===== config.mk =====
export PLATFORM = sky130hd
export DESIGN_NAME = ir_pulse_frame_decoder
export DESIGN_NICKNAME = d
export VERILOG_FILES = /design/src/rtl/irpfd_pkg.sv /design/src/rtl/irpfd_classify.sv /design/src/rtl/irpfd_frame.sv /design/src/rtl/ir_pulse_frame_decoder.sv
export VERILOG_INCLUDE_DIRS = /design/src /design/src/rtl
export SDC_FILE = /design/constraint.sdc
export NUM_CORES = 1
export LEC_CHECK = 0
export ABC_AREA = 1
export BUFFER_PORTS_ARGS = -buffer_cell sky130_fd_sc_hd__buf_4
export CAP_MARGIN = 20
export CORE_MARGIN = 2
export CORE_UTILIZATION = 58
export CTS_CLUSTER_DIAMETER = 80
export DETAILED_ROUTE_END_ITERATION = 7
export GPL_ROUTABILITY_DRIVEN = 0
export PLACE_DENSITY = 0.78
export REMOVE_ABC_BUFFERS = 1
export SETUP_SLACK_MARGIN = 0.2
export SYNTH_ARGS = -nofsm -noshare
export SYNTH_HDL_FRONTEND = slang
export SYNTH_SLANG_ARGS = --single-unit

===== constraint.sdc =====
create_clock -name clk -period 4.1 [get_ports clk]
set_clock_uncertainty 0.2 [all_clocks]
set_input_delay 0.41 -clock clk [delete_from_list [all_inputs] [get_ports clk]]
set_output_delay 0.41 -clock clk [all_outputs]
set_load 0.03 [all_outputs]

===== src/rtl/ir_pulse_frame_decoder_assert.svh =====
// Assertion macros for the IR pulse frame decoder, used by irpfd_frame.
// Depends on nothing; the asserting module must have clk and rst_n in scope.
`ifndef IR_PULSE_FRAME_DECODER_ASSERT_SVH
`define IR_PULSE_FRAME_DECODER_ASSERT_SVH
`ifndef SYNTHESIS
`define IRPFD_ASSERT(lbl, prop) \
  lbl: assert property (@(posedge clk) disable iff (!rst_n) (prop)) \
    else $error("irpfd assertion failed");
`define IRPFD_ASSERT_NEVER(lbl, cond) `IRPFD_ASSERT(lbl, !(cond))
`else
`define IRPFD_ASSERT(lbl, prop)
`define IRPFD_ASSERT_NEVER(lbl, cond)
`endif
`endif


===== src/rtl/irpfd_pkg.sv =====
// Package for the IR pulse frame decoder: nominal timings, codes and shared types.
// Used by every module of the block; depends on nothing.
package irpfd_pkg;

  localparam int DURATION_BITS_DEF = 15;

  // Width used for every duration comparison; wide enough for a nominal plus margin.
  localparam int CMP_W    = 17;
  localparam int MARGIN_W = 10;

  localparam logic [CMP_W-1:0] NEC_HDR_LOW  = 17'd9000;
  localparam logic [CMP_W-1:0] NEC_HDR_HIGH = 17'd4500;
  localparam logic [CMP_W-1:0] NEC_ONE_HIGH = 17'd1690;
  localparam logic [CMP_W-1:0] P48_HDR_LOW  = 17'd3260;
  localparam logic [CMP_W-1:0] P48_ONE_HIGH = 17'd1375;

  localparam logic [5:0] NEC_BITS = 6'd32;
  localparam logic [5:0] P48_BITS = 6'd48;

  localparam logic [MARGIN_W-1:0] MARGIN_RESET = 10'd200;

  // Configuration register indexes.
  localparam logic CFG_MARGIN = 1'b0;
  localparam logic CFG_MODE   = 1'b1;

  // Protocol mode codes.
  localparam logic MODE_NEC = 1'b0;
  localparam logic MODE_P48 = 1'b1;

  typedef enum logic [1:0] {
    ST_OK         = 2'd0,
    ST_BAD_HEADER = 2'd1,
    ST_SHORT      = 2'd2
  } status_t;

  typedef enum logic [2:0] {
    PH_IDLE = 3'b001,
    PH_NEC  = 3'b010,
    PH_P48  = 3'b100
  } phase_t;

  // Timing verdicts on the symbol in the input register.
  typedef struct packed {
    logic hdr_good;
    logic bit_one;
  } cls_t;

endpackage


===== src/rtl/irpfd_classify.sv =====
// Duration classifier: checks a symbol's pulse widths against nominal timings.
// Depends on irpfd_pkg.
module irpfd_classify #(
  parameter int DURATION_BITS = irpfd_pkg::DURATION_BITS_DEF
) (
  input  logic [DURATION_BITS-1:0]      dur_low,
  input  logic [DURATION_BITS-1:0]      dur_high,
  input  logic [irpfd_pkg::MARGIN_W-1:0] margin,
  input  logic                          protocol_mode,
  input  irpfd_pkg::phase_t             phase,
  output irpfd_pkg::cls_t               cls
);

  // Strict window n - m < d < n + m; when m exceeds n the lower side is open.
  function automatic logic near(input logic [irpfd_pkg::CMP_W-1:0] d,
                                input logic [irpfd_pkg::CMP_W-1:0] nom,
                                input logic [irpfd_pkg::MARGIN_W-1:0] m);
    logic [irpfd_pkg::CMP_W-1:0] mw;
    mw = {{(irpfd_pkg::CMP_W-irpfd_pkg::MARGIN_W){1'b0}}, m};
    return (d < nom + mw) && ((mw > nom) || (d > nom - mw));
  endfunction

  logic [irpfd_pkg::CMP_W-1:0] low_w;
  logic [irpfd_pkg::CMP_W-1:0] high_w;
  logic [irpfd_pkg::CMP_W-1:0] one_nom;

  assign low_w   = {{(irpfd_pkg::CMP_W-DURATION_BITS){1'b0}}, dur_low};
  assign high_w  = {{(irpfd_pkg::CMP_W-DURATION_BITS){1'b0}}, dur_high};
  assign one_nom = (phase == irpfd_pkg::PH_NEC) ? irpfd_pkg::NEC_ONE_HIGH
                                                : irpfd_pkg::P48_ONE_HIGH;

  always_comb begin
    if (protocol_mode == irpfd_pkg::MODE_NEC) begin
      cls.hdr_good = near(low_w, irpfd_pkg::NEC_HDR_LOW, margin) &&
                     near(high_w, irpfd_pkg::NEC_HDR_HIGH, margin);
    end else begin
      cls.hdr_good = near(low_w, irpfd_pkg::P48_HDR_LOW, margin);
    end
    cls.bit_one = near(high_w, one_nom, margin);
  end

endmodule


===== src/rtl/irpfd_frame.sv =====
// Frame sequencer: tracks header and data bits and holds the result register.
// Depends on irpfd_pkg and ir_pulse_frame_decoder_assert.svh.
`include "ir_pulse_frame_decoder_assert.svh"
module irpfd_frame (
  input  logic                clk,
  input  logic                rst_n,
  input  logic                step,
  input  logic                sym_start,
  input  logic                sym_end,
  input  irpfd_pkg::cls_t     cls,
  input  logic                protocol_mode,
  input  logic                out_ready,
  output irpfd_pkg::phase_t   phase,
  output logic                out_valid,
  output irpfd_pkg::status_t  out_status,
  output logic [15:0]         out_address,
  output logic [15:0]         out_command
);

  irpfd_pkg::phase_t  phase_r, phase_nxt;
  logic [5:0]         bit_cnt_r, bit_cnt_nxt;
  logic [31:0]        shift_r, shift_nxt;
  logic               valid_r, valid_nxt;
  irpfd_pkg::status_t status_r, status_nxt;
  logic [31:0]        word_r, word_nxt;
  logic               emit;
  logic [5:0]         cnt_inc;
  logic [5:0]         total;
  logic [31:0]        shift_set;

  assign cnt_inc = bit_cnt_r + 6'd1;
  assign total   = (phase_r == irpfd_pkg::PH_NEC) ? irpfd_pkg::NEC_BITS
                                                  : irpfd_pkg::P48_BITS;

  always_comb begin
    shift_set = shift_r;
    if (cls.bit_one && !bit_cnt_r[5]) begin
      shift_set[bit_cnt_r[4:0]] = 1'b1;
    end
  end

  always_comb begin
    phase_nxt   = phase_r;
    bit_cnt_nxt = bit_cnt_r;
    shift_nxt   = shift_r;
    emit        = 1'b0;
    status_nxt  = status_r;
    word_nxt    = word_r;
    if (step) begin
      if (sym_start) begin
        bit_cnt_nxt = '0;
        shift_nxt   = '0;
        if (!cls.hdr_good) begin
          phase_nxt  = irpfd_pkg::PH_IDLE;
          emit       = 1'b1;
          status_nxt = irpfd_pkg::ST_BAD_HEADER;
          word_nxt   = '0;
        end else if (sym_end) begin
          phase_nxt  = irpfd_pkg::PH_IDLE;
          emit       = 1'b1;
          status_nxt = irpfd_pkg::ST_SHORT;
          word_nxt   = '0;
        end else begin
          phase_nxt = (protocol_mode == irpfd_pkg::MODE_NEC) ? irpfd_pkg::PH_NEC
                                                             : irpfd_pkg::PH_P48;
        end
      end else if (phase_r == irpfd_pkg::PH_NEC || phase_r == irpfd_pkg::PH_P48) begin
        if (cnt_inc >= total) begin
          phase_nxt   = irpfd_pkg::PH_IDLE;
          bit_cnt_nxt = '0;
          shift_nxt   = '0;
          emit        = 1'b1;
          status_nxt  = irpfd_pkg::ST_OK;
          word_nxt    = shift_set;
        end else if (sym_end) begin
          phase_nxt   = irpfd_pkg::PH_IDLE;
          bit_cnt_nxt = '0;
          shift_nxt   = '0;
          emit        = 1'b1;
          status_nxt  = irpfd_pkg::ST_SHORT;
          word_nxt    = '0;
        end else begin
          bit_cnt_nxt = cnt_inc;
          shift_nxt   = shift_set;
        end
      end else begin
        phase_nxt = irpfd_pkg::PH_IDLE;
      end
    end
    valid_nxt = emit ? 1'b1 : (out_ready ? 1'b0 : valid_r);
  end

  always_ff @(posedge clk) begin
    if (!rst_n) begin
      phase_r   <= irpfd_pkg::PH_IDLE;
      bit_cnt_r <= '0;
      shift_r   <= '0;
      valid_r   <= 1'b0;
    end else begin
      phase_r   <= phase_nxt;
      bit_cnt_r <= bit_cnt_nxt;
      shift_r   <= shift_nxt;
      valid_r   <= valid_nxt;
    end
  end

  always_ff @(posedge clk) begin
    status_r <= status_nxt;
    word_r   <= word_nxt;
  end

  assign phase       = phase_r;
  assign out_valid   = valid_r;
  assign out_status  = status_r;
  assign out_address = word_r[15:0];
  assign out_command = word_r[31:16];

  `IRPFD_ASSERT(a_cnt_range, bit_cnt_r < irpfd_pkg::P48_BITS)
  `IRPFD_ASSERT(a_nec_cnt, (phase_r == irpfd_pkg::PH_NEC) |-> (bit_cnt_r < irpfd_pkg::NEC_BITS))
  `IRPFD_ASSERT(a_idle_clear, (phase_r == irpfd_pkg::PH_IDLE) |-> (bit_cnt_r == 6'd0 && shift_r == 32'd0))
  `IRPFD_ASSERT_NEVER(a_err_payload, valid_r && status_r != irpfd_pkg::ST_OK && word_r != 32'd0)
  `IRPFD_ASSERT(a_rise_from_step, $rose(valid_r) |-> $past(step))

endmodule


===== src/rtl/ir_pulse_frame_decoder.sv =====
// IR pulse frame decoder top level: stream ports, configuration registers, input register.
// Depends on irpfd_pkg, irpfd_classify and irpfd_frame.
//
// The block decodes infrared remote frames from captured symbols, one symbol per
// input item: a low duration and a high duration in ticks, with tuser marking the
// header symbol of a new frame and tlast the last symbol the receiver captured.
// In NEC mode (protocol_mode 0) the header must lie within the margin of 9000 low and
// 4500 high, and 32 data bits follow; in 48-bit mode (protocol_mode 1) only the
// header low time is checked against 3260, and 48 data bits follow. All windows are
// strict on both sides. A data bit is a one when its high time is near 1690 (NEC) or
// 1375 (48-bit); bits arrive first bit first, so the first sixteen form the address
// and the next sixteen the command, while bits 32 to 47 of a 48-bit frame are counted
// and dropped. Each frame yields at most one result item: status ok with the decoded
// words, bad header, or short frame (tlast before the final bit); address and command
// are zero unless the status is ok. Symbols outside a frame give nothing, and a new
// header abandons an unfinished frame silently. Each item is captured in the input
// register, then classified and sequenced once the output register can take a result,
// and any result lands in the output register, so a fresh item is accepted on every
// clock while the result side keeps up. Configuration may only be written while no
// frame is in progress and no result is pending; protocol_mode is sampled at the header.
module ir_pulse_frame_decoder #(
  parameter int DURATION_BITS = irpfd_pkg::DURATION_BITS_DEF
) (
  input  logic                             clk,
  input  logic                             rst_n,
  // Symbol input.
  input  logic                             in_tvalid,
  output logic                             in_tready,
  // tdata, lowest bit up: duration_low, duration_high, zero fill to whole bytes.
  input  logic [((2*DURATION_BITS+7)/8)*8-1:0] in_tdata,
  // tuser: frame_start.
  input  logic                             in_tuser,
  // tlast: frame_end.
  input  logic                             in_tlast,
  // Result output.
  output logic                             out_tvalid,
  input  logic                             out_tready,
  // tdata, lowest bit up: address, command.
  output logic [31:0]                      out_tdata,
  // tuser: status.
  output logic [1:0]                       out_tuser,
  // Configuration write channel.
  input  logic                             cfg_valid,
  output logic                             cfg_ready,
  input  logic                             cfg_index,
  input  logic [irpfd_pkg::MARGIN_W-1:0]   cfg_data
);

  // Configuration registers.
  logic [irpfd_pkg::MARGIN_W-1:0] margin_r, margin_nxt;
  logic                           mode_r, mode_nxt;

  // Input register holding the symbol under decode.
  logic                     s1_valid_r, s1_valid_nxt;
  logic [DURATION_BITS-1:0] s1_low_r, s1_high_r;
  logic                     s1_start_r, s1_end_r;

  logic                 in_accept;
  logic                 out_free;
  logic                 step;
  irpfd_pkg::cls_t      cls;
  irpfd_pkg::phase_t    phase;
  irpfd_pkg::status_t   status;
  logic [15:0]          address;
  logic [15:0]          command;

  // Configuration is always taken; the user must write only while the block is quiet, which the block does not enforce.
  assign cfg_ready = 1'b1;

  always_comb begin
    margin_nxt = margin_r;
    mode_nxt   = mode_r;
    if (cfg_valid) begin
      case (cfg_index)
        irpfd_pkg::CFG_MARGIN: margin_nxt = cfg_data;
        irpfd_pkg::CFG_MODE:   mode_nxt   = cfg_data[0];
        default:               margin_nxt = margin_r;
      endcase
    end
  end

  // The held symbol is decoded once the output register can take a result, which
  // leaves a waiting result and a newly accepted item side by side.
  assign out_free     = !out_tvalid || out_tready;
  assign step         = s1_valid_r && out_free;
  assign in_tready    = !s1_valid_r || out_free;
  assign in_accept    = in_tvalid && in_tready;
  assign s1_valid_nxt = in_accept ? 1'b1 : (step ? 1'b0 : s1_valid_r);

  always_ff @(posedge clk) begin
    if (!rst_n) begin
      margin_r   <= irpfd_pkg::MARGIN_RESET;
      mode_r     <= irpfd_pkg::MODE_NEC;
      s1_valid_r <= 1'b0;
    end else begin
      margin_r   <= margin_nxt;
      mode_r     <= mode_nxt;
      s1_valid_r <= s1_valid_nxt;
    end
  end

  always_ff @(posedge clk) begin
    if (in_accept) begin
      s1_low_r   <= in_tdata[DURATION_BITS-1:0];
      s1_high_r  <= in_tdata[2*DURATION_BITS-1:DURATION_BITS];
      s1_start_r <= in_tuser;
      s1_end_r   <= in_tlast;
    end
  end

  irpfd_classify #(
    .DURATION_BITS(DURATION_BITS)
  ) u_classify (
    .dur_low      (s1_low_r),
    .dur_high     (s1_high_r),
    .margin       (margin_r),
    .protocol_mode(mode_r),
    .phase        (phase),
    .cls          (cls)
  );

  irpfd_frame u_frame (
    .clk          (clk),
    .rst_n        (rst_n),
    .step         (step),
    .sym_start    (s1_start_r),
    .sym_end      (s1_end_r),
    .cls          (cls),
    .protocol_mode(mode_r),
    .out_ready    (out_tready),
    .phase        (phase),
    .out_valid    (out_tvalid),
    .out_status   (status),
    .out_address  (address),
    .out_command  (command)
  );

  assign out_tdata = {command, address};
  assign out_tuser = status;

endmodule


==> metrics.txt, run 1 <==
DRT antenna net count 0; vias in the first global route 7,845; setup_tns 0 ps; YS warnings 0; Tmin final 3820 ps; CTS H-tree depth 4; Ports 87; # setup viols final 0; drt pass-1 iters 5; CTS tree yes; Synth area leader edfxtp_1; area of the die 16,400 sq um; die width 128 um; Final HPWL DP approximately 16 mm; share of cells above drive strength 1 17.1%; Longest Clk Path Bufs 2; Synth Cell Area 8900 sq um; CTS Root Buffer Type clkbuf_16; via count 8,498; Mapped Cells between 1,000 and 1,500; post-layout util approximately three quarters; DRC violations left 0; synth-to-layout area growth 24.6%; synth top area cells edfxtp_1 (22%), ha_1 (17%), dfxtp_1 (12%), nand2_1 (9.9%), inv_1 (5.4%); Main synth FF type edfxtp_1; EDFF count, synth 66; r2r worst-path depth 22; Non-Filler Instances 1,490; post-synthesis cell type count 41; VDD IR max 0.321 mV; final cycle utilization of the critical path around 93%; initial antenna violation count 0; Layout Nets 1,457; clock slew at reported path FFs 60 ps; core area ~15,000 sq um; worst hold path cell count 3; drt initial violations approximately 900; RSZ-0062 raised after global routing yes; CP arrival approximately 4000 ps; CTS buffer count 17; grt ovf 0; maxcap violations 0; CTS Sinks 120; PortBufs a little over 80; Die Y 128 um; Max Fclk 0.262 GHz; syn avg cell area ~7.7 sq um; Leak roughly 0.0051 uW; final WL 24.2 mm; gr usage total 29.6%; largest net degree at the start of global routing 47; diodes inserted 0; crit start category register; worst-path fanout max 5; Hold Fails Final Rpt 0; register area share after synthesis 34.4%; fraction of registers with async set or reset after synthesis 0%; critical path capture point type register; global-route wire length before repair 38.4 mm; crit-path cells nor3_4 -> inv_2 -> ha_4 -> inv_4 -> a21oi_2 -> or2_4 -> a21oi_2 -> o21bai_1 -> nand2_1 -> nand2_1 -> a21oi_2 -> xor2_1 -> ha_1 -> nand2_2 -> nor3_4 -> nand4_1 -> nand3_2 -> nand3_4 -> clkbuf_16 -> o21ai_1 -> nand2_1 -> nand3_1; top cell type's share of synthesized area 22.3%; status finished, final reports clean; worst hold-check path type primary input to register; placed insts 1,411; wire length per cell 16.3 um; Skew-Pair Late Insertion Delay ~430 ps; worst slew pin tran 608 ps; WP data required 4190 ps; Via density around 5.7; slowest library cell on the worst path dfxtp_1; Max Slew Vio Count 0; Power Density 325 nW/um^2; flops & latches, synth 120; initial core utilization 59.0%; crit-path max cell delay 350 ps; Pwr Total 3600 uW; Slew HR 59.4%; critical setup path kind register to register; row count between 40 and 50
## flip-flops by register name, indices dropped and copies added (netlist names)
| signal | cells |
|---|---|
| u_frame.shift_r | 32 |
| u_frame.word_r | 32 |
| s1_high_r | 15 |
| s1_low_r | 15 |
| margin_r | 10 |
| u_frame.bit_cnt_r | 6 |
| u_frame.phase | 3 |
| u_frame.out_status | 2 |
| mode_r | 1 |
| s1_end_r | 1 |
| s1_start_r | 1 |
| s1_valid_r | 1 |
| u_frame.out_valid | 1 |
## what timing repair did
item / CTS / global route
endpoints found under the setup margin: 52 / 65
gates cloned: 0 / 3
setup buffers: 1 / 9
hold buffers: 34 / 0
pin swaps: 1 / 24
resized for setup: 5 / 56
hold endpoints to repair: 34 / 0
## layout by cell type (no fill, tap or decap), types with 5 or more instances in the layout
master / count
nand2_2: 5
nor2_1: 86
o21ai_0: 38
dfxtp_1: 52
a21oi_1: 61
nand2_1: 234
o21ai_1: 38
o211ai_1: 6
ha_1: 115
buf_4: 124
inv_1: 122
edfxtp_1: 66
inv_2: 10
a21oi_2: 7
nand4_1: 43
xor2_1: 40
nand3_1: 76
and3_1: 32
o21ai_2: 14
dlygate4sd3_1: 34
clkbuf_16: 20
nand3b_1: 5
nor3_1: 6
## through the flow
stage	area [sq um]	hold WS, ps	setup WS, ps
CTS	10800	46.4	221
floorplan	8690	243	-194
finish	11100	51.1	277
global placement	9810	258	78.6
global route	11100	62.7	75.8
detailed placement	9810	261	-5.53
## synth_stat cells (3+ instances only)
master and n:
a21o_1 4, nand3b_1 5, dfxtp_1 54, ha_1 118, o211ai_1 6, and3_1 32
inv_1 127, inv_2 5, clkinv_1 5, nand4_1 43, nand3_1 81, nor3_1 8
o21bai_1 3, xor2_1 40, o21ai_0 45, o21a_1 3, nand2_1 235, nand2_2 5
nor2_1 88, xnor2_1 3, buf_4 7, o21ai_1 47, edfxtp_1 66, clkbuf_1 19
a21oi_1 66, buf_2 12
## per-layer routing
layer  vias up  track usage, %  part of all wire, %
met3        37            5.05                  7.7
li1       4186               -                    -
met4         0            9.63                  1.7
met1      3935            41.9                   46
met5         -               0                    0
met2       340            46.4                   45
## critical path: cells and delay by family (launching register included)
kind                       cells  cell delay [ps]
DFF                            1              350
xor gates and xnor gates       1               80
adders and majority gates      2              570
buffers and inverters          3              370
AOI/OAI and AO/OA              5              660
and+or+nand+nor               11             1460
## power breakdown
| group | switching (uW) | internal [uW] | total, uW |
|---|---|---|---|
| registers | 38.7 | 1310 | 1350 |
| logic | 449 | 313 | 762 |
| clock network | 601 | 892 | 1490 |
| total | 1090 | 2510 | 3600 |
## layout make-up
cell class,count,area [sq um]
flip-flops and latches,120,3070
repair buffers,163,1360
clock inverters,12,116
clock buffers,20,468
inverters,137,517
multi-input cells,850,5330
well taps,188,235
fillers,1147,4000
## worst paths after layout
| check | slack, ps | start | endpoint |
|---|---|---|---|
| hold reg to reg | 270 | u_frame.phase[1]$_SDFFE_PN0P_ | u_frame.phase[1]$_SDFFE_PN0P_ |
| setup / recovery | 280 | u_frame.phase[2]$_SDFFE_PN0P_ | u_frame.word_r[16]$_DFFE_PP_ |
| hold / removal | 50 | cfg_data[7] | margin_r[7]$_SDFFE_PN1P_ |
| setup reg to reg | 280 | u_frame.phase[2]$_SDFFE_PN0P_ | u_frame.word_r[16]$_DFFE_PP_ |
## kinds of logic after synthesis
kind of cell               Yosys count  synth area share (%)
buffers and inverters              179                  8.18
other                                1                0.0421
and+or+nand+nor                    507                  25.7
xor gates and xnor gates            43                  4.23
AOI/OAI and AO/OA                  181                  10.9
adders and majority gates          118                  16.6
DFF                                120                  34.4
Note: power is estimated with default switching activity, not from simulation.
==> run 2: changes to the inputs <==
CORE_ASPECT_RATIO = 1.5   (was not set)
==> metrics.txt, run 2 (same netlist as run 1, synthesis figures left out) <==
status finished, final reports clean (unchanged); worst hold path cell count 3 (unchanged); post-layout util 73.4% (was 73.5%); Power Density 319 nW/um^2 (was 325 nW/um^2); Skew-Pair Late Insertion Delay 420 ps (was 430 ps); Leak 0.00512 uW (was 0.00515 uW); Top Registers u_frame.shift_r: 32 flops, u_frame.word_r: 32 flops (unchanged); critical path capture point type register (unchanged); largest net degree at the start of global routing 47 (unchanged); Max Slew Vio Count 0 (unchanged); crit start category register (unchanged); grt ovf 0 (unchanged); Tmin final 3810 ps (was 3820 ps); worst-path fanout max 7 (was 5); row count 55 (was 45); r2r startpoint u_frame.phase[2]$_SDFFE_PN0P_ (unchanged); Die Y 156 um (was 128 um); CTS Sinks 120 (unchanged); Via density 5.71 (was 5.70); final WL 25.0 mm (was 24.2 mm); clock slew at reported path FFs 60 ps (about the same); crit-path max cell delay 350 ps (about the same); CTS tree yes (unchanged); Hold EP margin_r[3]$_SDFFE_PN1P_ (was margin_r[7]$_SDFFE_PN1P_); core area 15,100 sq um (about the same); Max Fclk 0.263 GHz (was 0.262 GHz); VDD IR max 0.283 mV (was 0.321 mV); critical setup path kind register to register (unchanged); share of cells above drive strength 1 17.6% (was 17.1%); crit-path cells nor3_4 -> inv_2 -> buf_6 -> ha_1 -> inv_1 -> a31o_2 -> a21oi_2 -> o21bai_1 -> a21oi_1 -> ha_1 -> nand4_1 -> nand3_1 -> a21oi_2 -> nand3_4 -> clkbuf_16 -> o21ai_2 -> nand2_1 -> nand3_1 (was nor3_4 -> inv_2 -> ha_4 -> inv_4 -> a21oi_2 -> or2_4 -> a21oi_2 -> o21bai_1 -> nand2_1 -> nand2_1 -> a21oi_2 -> xor2_1 -> ha_1 -> nand2_2 -> nor3_4 -> nand4_1 -> nand3_2 -> nand3_4 -> clkbuf_16 -> o21ai_1 -> nand2_1 -> nand3_1); DRC violations left 0 (unchanged); Ports 87 (unchanged); PortBufs 83 (unchanged); commonest non-fill, non-tap cell in the layout nand2_1 (unchanged); # fillers 1,130 (was 1,147); vias in the first global route 8,346 (was 7,845); global-route wire length before repair 38.3 mm (was 38.4 mm); DRT antenna net count 0 (unchanged); initial antenna violation count 0 (unchanged); initial core utilization 59.1% (was 59.0%); CP arrival 3900 ps (was 3920 ps); slowest library cell on the worst path ha_1 (was dfxtp_1); synth-to-layout area growth 24.2% (was 24.6%); worst path bufs/invs 4 (was 3); Hold Fails Final Rpt 0 (unchanged); worst hold-check path type primary input to register (unchanged); most frequent cells in the layout nand2_1 (232), inv_1 (122), buf_4 (121), ha_1 (115), nor2_1 (87) (was nand2_1 (234), buf_4 (124), inv_1 (122), ha_1 (115), nor2_1 (86)); R2R setup slack 290 ps (was 280 ps); gr usage total 29.5% (was 29.6%); Pwr Total 3520 uW (was 3600 uW); Crit path max-delay family compound AO/OA/AOI/OAI gates (was simple AND/OR/NAND/NOR gates); # setup viols final 0 (unchanged); CTS buffer count 17 (unchanged); RSZ-0062 raised after global routing yes (unchanged); HP Start cfg_data[3] (was cfg_data[7]); FF-to-FF End u_frame.word_r[23]$_DFFE_PP_ (was u_frame.word_r[16]$_DFFE_PP_); CTS Root Buffer Type clkbuf_16 (unchanged); Layout Nets 1,453 (was 1,457); WP data required 4190 ps (about the same); diodes inserted 0 (unchanged); wire length per cell 16.7 um (was 16.3 um); area of the die 16,400 sq um (about the same); CTS H-tree depth 4 (unchanged); Slew HR 51.8% (was 59.4%); drt pass-1 iters 5 (unchanged); die width 105 um (was 128 um); maxcap violations 0 (unchanged); design area 11,100 sq um (about the same); via count 8,541 (was 8,498); Longest Clk Path Bufs 2 (unchanged); r2r worst-path depth 18 (was 22); setup_tns 0 ps (unchanged); Hold WS 25.1 ps (was 51.1 ps); Final HPWL DP 17.4 mm (was 16.2 mm); final cycle utilization of the critical path 92.9% (was 93.2%); worst slew pin tran 722 ps (was 608 ps); drt initial violations 476 (was 922); Placed Area 9860 sq um (was 9810 sq um)
## run 2: worst min-delay path, stage by stage
cell      delay [ps]
buf_4             80
nand2_1           60
o211ai_1          70
## run 2: worst max path at each step
stage | startpoint | endpoint | depth (start not counted)
floorplan | u_frame.phase[2]$_SDFFE_PN0P_ | u_frame.word_r[12]$_DFFE_PP_ | 21
global placement | u_frame.phase[2]$_SDFFE_PN0P_ | u_frame.word_r[22]$_DFFE_PP_ | 22
detailed placement | u_frame.phase[2]$_SDFFE_PN0P_ | u_frame.word_r[12]$_DFFE_PP_ | 22
CTS | u_frame.phase[1]$_SDFFE_PN0P_ | u_frame.word_r[12]$_DFFE_PP_ | 20
global route | u_frame.phase[2]$_SDFFE_PN0P_ | u_frame.word_r[15]$_DFFE_PP_ | 23
finish | u_frame.phase[2]$_SDFFE_PN0P_ | u_frame.word_r[23]$_DFFE_PP_ | 18
## run 2: per-stage QoR
step                instances  setup WS [ps]
detailed placement       1427           47.8
floorplan                1107           -194
CTS                      1491            203
finish                   1497            293
global route             1497            128
global placement         1427            169
## run 2: what timing repair did
action,in CTS,in global routing
buffers inserted,0,3
pin swaps,2,22
hold endpoints to repair,32,0
hold buffers,32,0
resized for setup,8,63
cloned,0,3
setup endpoints to repair,53,68
## run 2: layer usage
layer / vias up / share of wire (%) / global-route usage [%]
met3: 97 / 5.0 / 4.43
met2: 310 / 53 / 56.6
met4: 0 / 5.5 / 17.0
li1: 4161 / - / -
met5: - / 0 / 0
met1: 3973 / 36 / 29.8
## run 2: layout make-up
cell class / count / area, sq um / area share (%)
Multi-Input combinational cell: 850 / 5340 / 48.3
Sequential cell: 120 / 3070 / 27.8
Timing Repair Buffer: 159 / 1330 / 12.1
Inverter: 137 / 517 / 4.67
Clock buffer: 20 / 458 / 4.14
Tap cell: 199 / 249 / 2.25
Clock inverter: 12 / 90.1 / 0.815
## run 2: report_power, final
group	switching [uW]	total, uW	internal (uW)
registers	41.0	1350	1310
logic	453	766	313
clock network	590	1410	815
total	1080	3520	2440
==> run 3: changes to the inputs <==
HOLD_SLACK_MARGIN = 0.1   (was not set)
==> metrics.txt, run 3 (same netlist as run 1, synthesis figures left out) <==
# fillers 1,112 (was 1,130); maxcap violations 0 (unchanged); critical path capture point type register (unchanged); Max Slew Vio Count 0 (unchanged); Top Registers u_frame.shift_r: 32 flops, u_frame.word_r: 32 flops (unchanged); worst hold-check path type primary input to register (unchanged); Power Density 316 nW/um^2 (was 319 nW/um^2); Pwr Total 3530 uW (was 3520 uW); CTS Sinks 120 (unchanged); Skew-Pair Late Insertion Delay 430 ps (was 420 ps); area of the die 16,400 sq um (unchanged); DRC violations left 0 (unchanged); initial antenna violation count 0 (unchanged); worst slack, placed 47.8 ps (unchanged); CTS Root Buffer Type clkbuf_16 (unchanged); Via density 5.70 (was 5.71); DRT antenna net count 0 (unchanged); global-route wire length before repair 38.4 mm (was 38.3 mm); final worst setup slack 297 ps (was 293 ps); via count 8,603 (was 8,541); CTS tree yes (unchanged); grt ovf 0 (unchanged); largest net degree at the start of global routing 47 (unchanged); share of cells above drive strength 1 17.5% (was 17.6%); RSZ-0062 raised after global routing yes (unchanged); initial core utilization 59.1% (unchanged); gr usage total 29.6% (was 29.5%); Longest Clk Path Bufs 2 (unchanged); critical setup path kind register to register (unchanged); post-layout util 74.1% (was 73.4%); wire length per cell 16.6 um (was 16.7 um); Slew HR 52.1% (was 51.8%); M1 GR Usage 30.0% (was 29.8%); clock slew at reported path FFs 60 ps (about the same); busiest grt layer met2 (unchanged); Die Y 156 um (unchanged); CTS H-tree depth 4 (unchanged); drt initial violations 469 (was 476); CTS buffer count 17 (unchanged); Crit. Startpoint u_frame.phase[2]$_SDFFE_PN0P_ (unchanged); drt pass-1 iters 5 (unchanged); core area 15,100 sq um (unchanged); row count 55 (unchanged); worst-path fanout max 7 (unchanged); Ports 87 (unchanged); Leak 0.00517 uW (was 0.00512 uW); WP data required 4190 ps (about the same); Final HPWL DP 17.4 mm (unchanged); CP arrival 3900 ps (about the same); final cycle utilization of the critical path 92.8% (was 92.9%); status finished, final reports clean (unchanged); synth-to-layout area growth 25.5% (was 24.2%); vias in the first global route 8,382 (was 8,346); met3 usage 4.30% (was 4.43%); worst slew pin tran 717 ps (was 722 ps); Layout Nets 1,464 (was 1,453); GRT met2 Usage 56.9% (was 56.6%); VDD IR max 0.283 mV (about the same); Hold Fails Final Rpt 0 (unchanged); commonest non-fill, non-tap cell in the layout nand2_1 (unchanged); # setup viols final 0 (unchanged); die width 105 um (unchanged); Max Fclk 0.263 GHz (about the same); most frequent cells in the layout nand2_1 (232), inv_1 (122), buf_4 (121), ha_1 (115), nor2_1 (87) (unchanged); r2r startpoint u_frame.phase[2]$_SDFFE_PN0P_ (unchanged); diodes inserted 0 (unchanged); HP Start cfg_valid (was cfg_data[3]); final WL 25.0 mm (about the same); Tmin final 3800 ps (was 3810 ps); crit start category register (unchanged); PortBufs 83 (unchanged)
==> run 3: final cells by class <==
class	count	area [sq um]	share of cell area (%)
clock buffers	20	458	4.10
clock inverters	12	90.1	0.807
inverters	137	517	4.63
multi-input cells	850	5340	47.8
flip-flops and latches	120	3070	27.5
well taps	199	249	2.23
repair buffers	170	1440	12.9
==> run 3: path summary, 6_finish.rpt <==
path,endpoint,slack [ps],cells after the start
max,u_frame.word_r[23]$_DFFE_PP_,300,18
min,mode_r$_SDFFE_PN0P_,110,3
max reg2reg,u_frame.word_r[23]$_DFFE_PP_,300,18
min reg2reg,u_frame.phase[1]$_SDFFE_PN0P_,280,2
==> run 3: stage by stage <==
step	setup TNS (ps)	area, sq um	hold slack (ps)	instances
after floorplan	-6420	8690	243	1107
after CTS	0	10900	102	1502
after global routing	0	11200	113	1508
after detailed placement	0	9860	256	1427
after global placement	0	9860	256	1427
final	0	11200	110	1508
==> run 3: power breakdown <==
part	switching (uW)	internal [uW]	total [uW]
sequential	40.7	1310	1350
clock	594	815	1410
combinational	454	319	774
total	1090	2450	3530
==> run 3: routing by layer <==
layer / part of all wire (%) / vias up
li1: - / 4178
met1: 36 / 4003
met2: 54 / 321
met3: 4.9 / 101
met4: 5.5 / 0
met5: 0 / -
==> run 3: repair_timing <==
item,4_1_cts,5_1_grt
setup endpoints to repair,53,68
endpoints found under the hold margin,43,0
hold buffers,43,0
setup buffers,0,3
pin swaps,2,22
cloned,0,3
gates resized for setup,8,63
==> run 3: worst max-delay path, stage by stage, from the launching register on <==
cell	delay (ps)
dfxtp_2	340
nor3_4	230
inv_2	90
buf_6	150
ha_1	350
inv_1	140
a31o_2	300
a21oi_2	140
o21bai_1	110
a21oi_1	200
ha_1	300
nand4_1	130
nand3_1	110
a21oi_2	190
nand3_4	170
clkbuf_16	200
o21ai_2	140
nand2_1	70
nand3_1	90
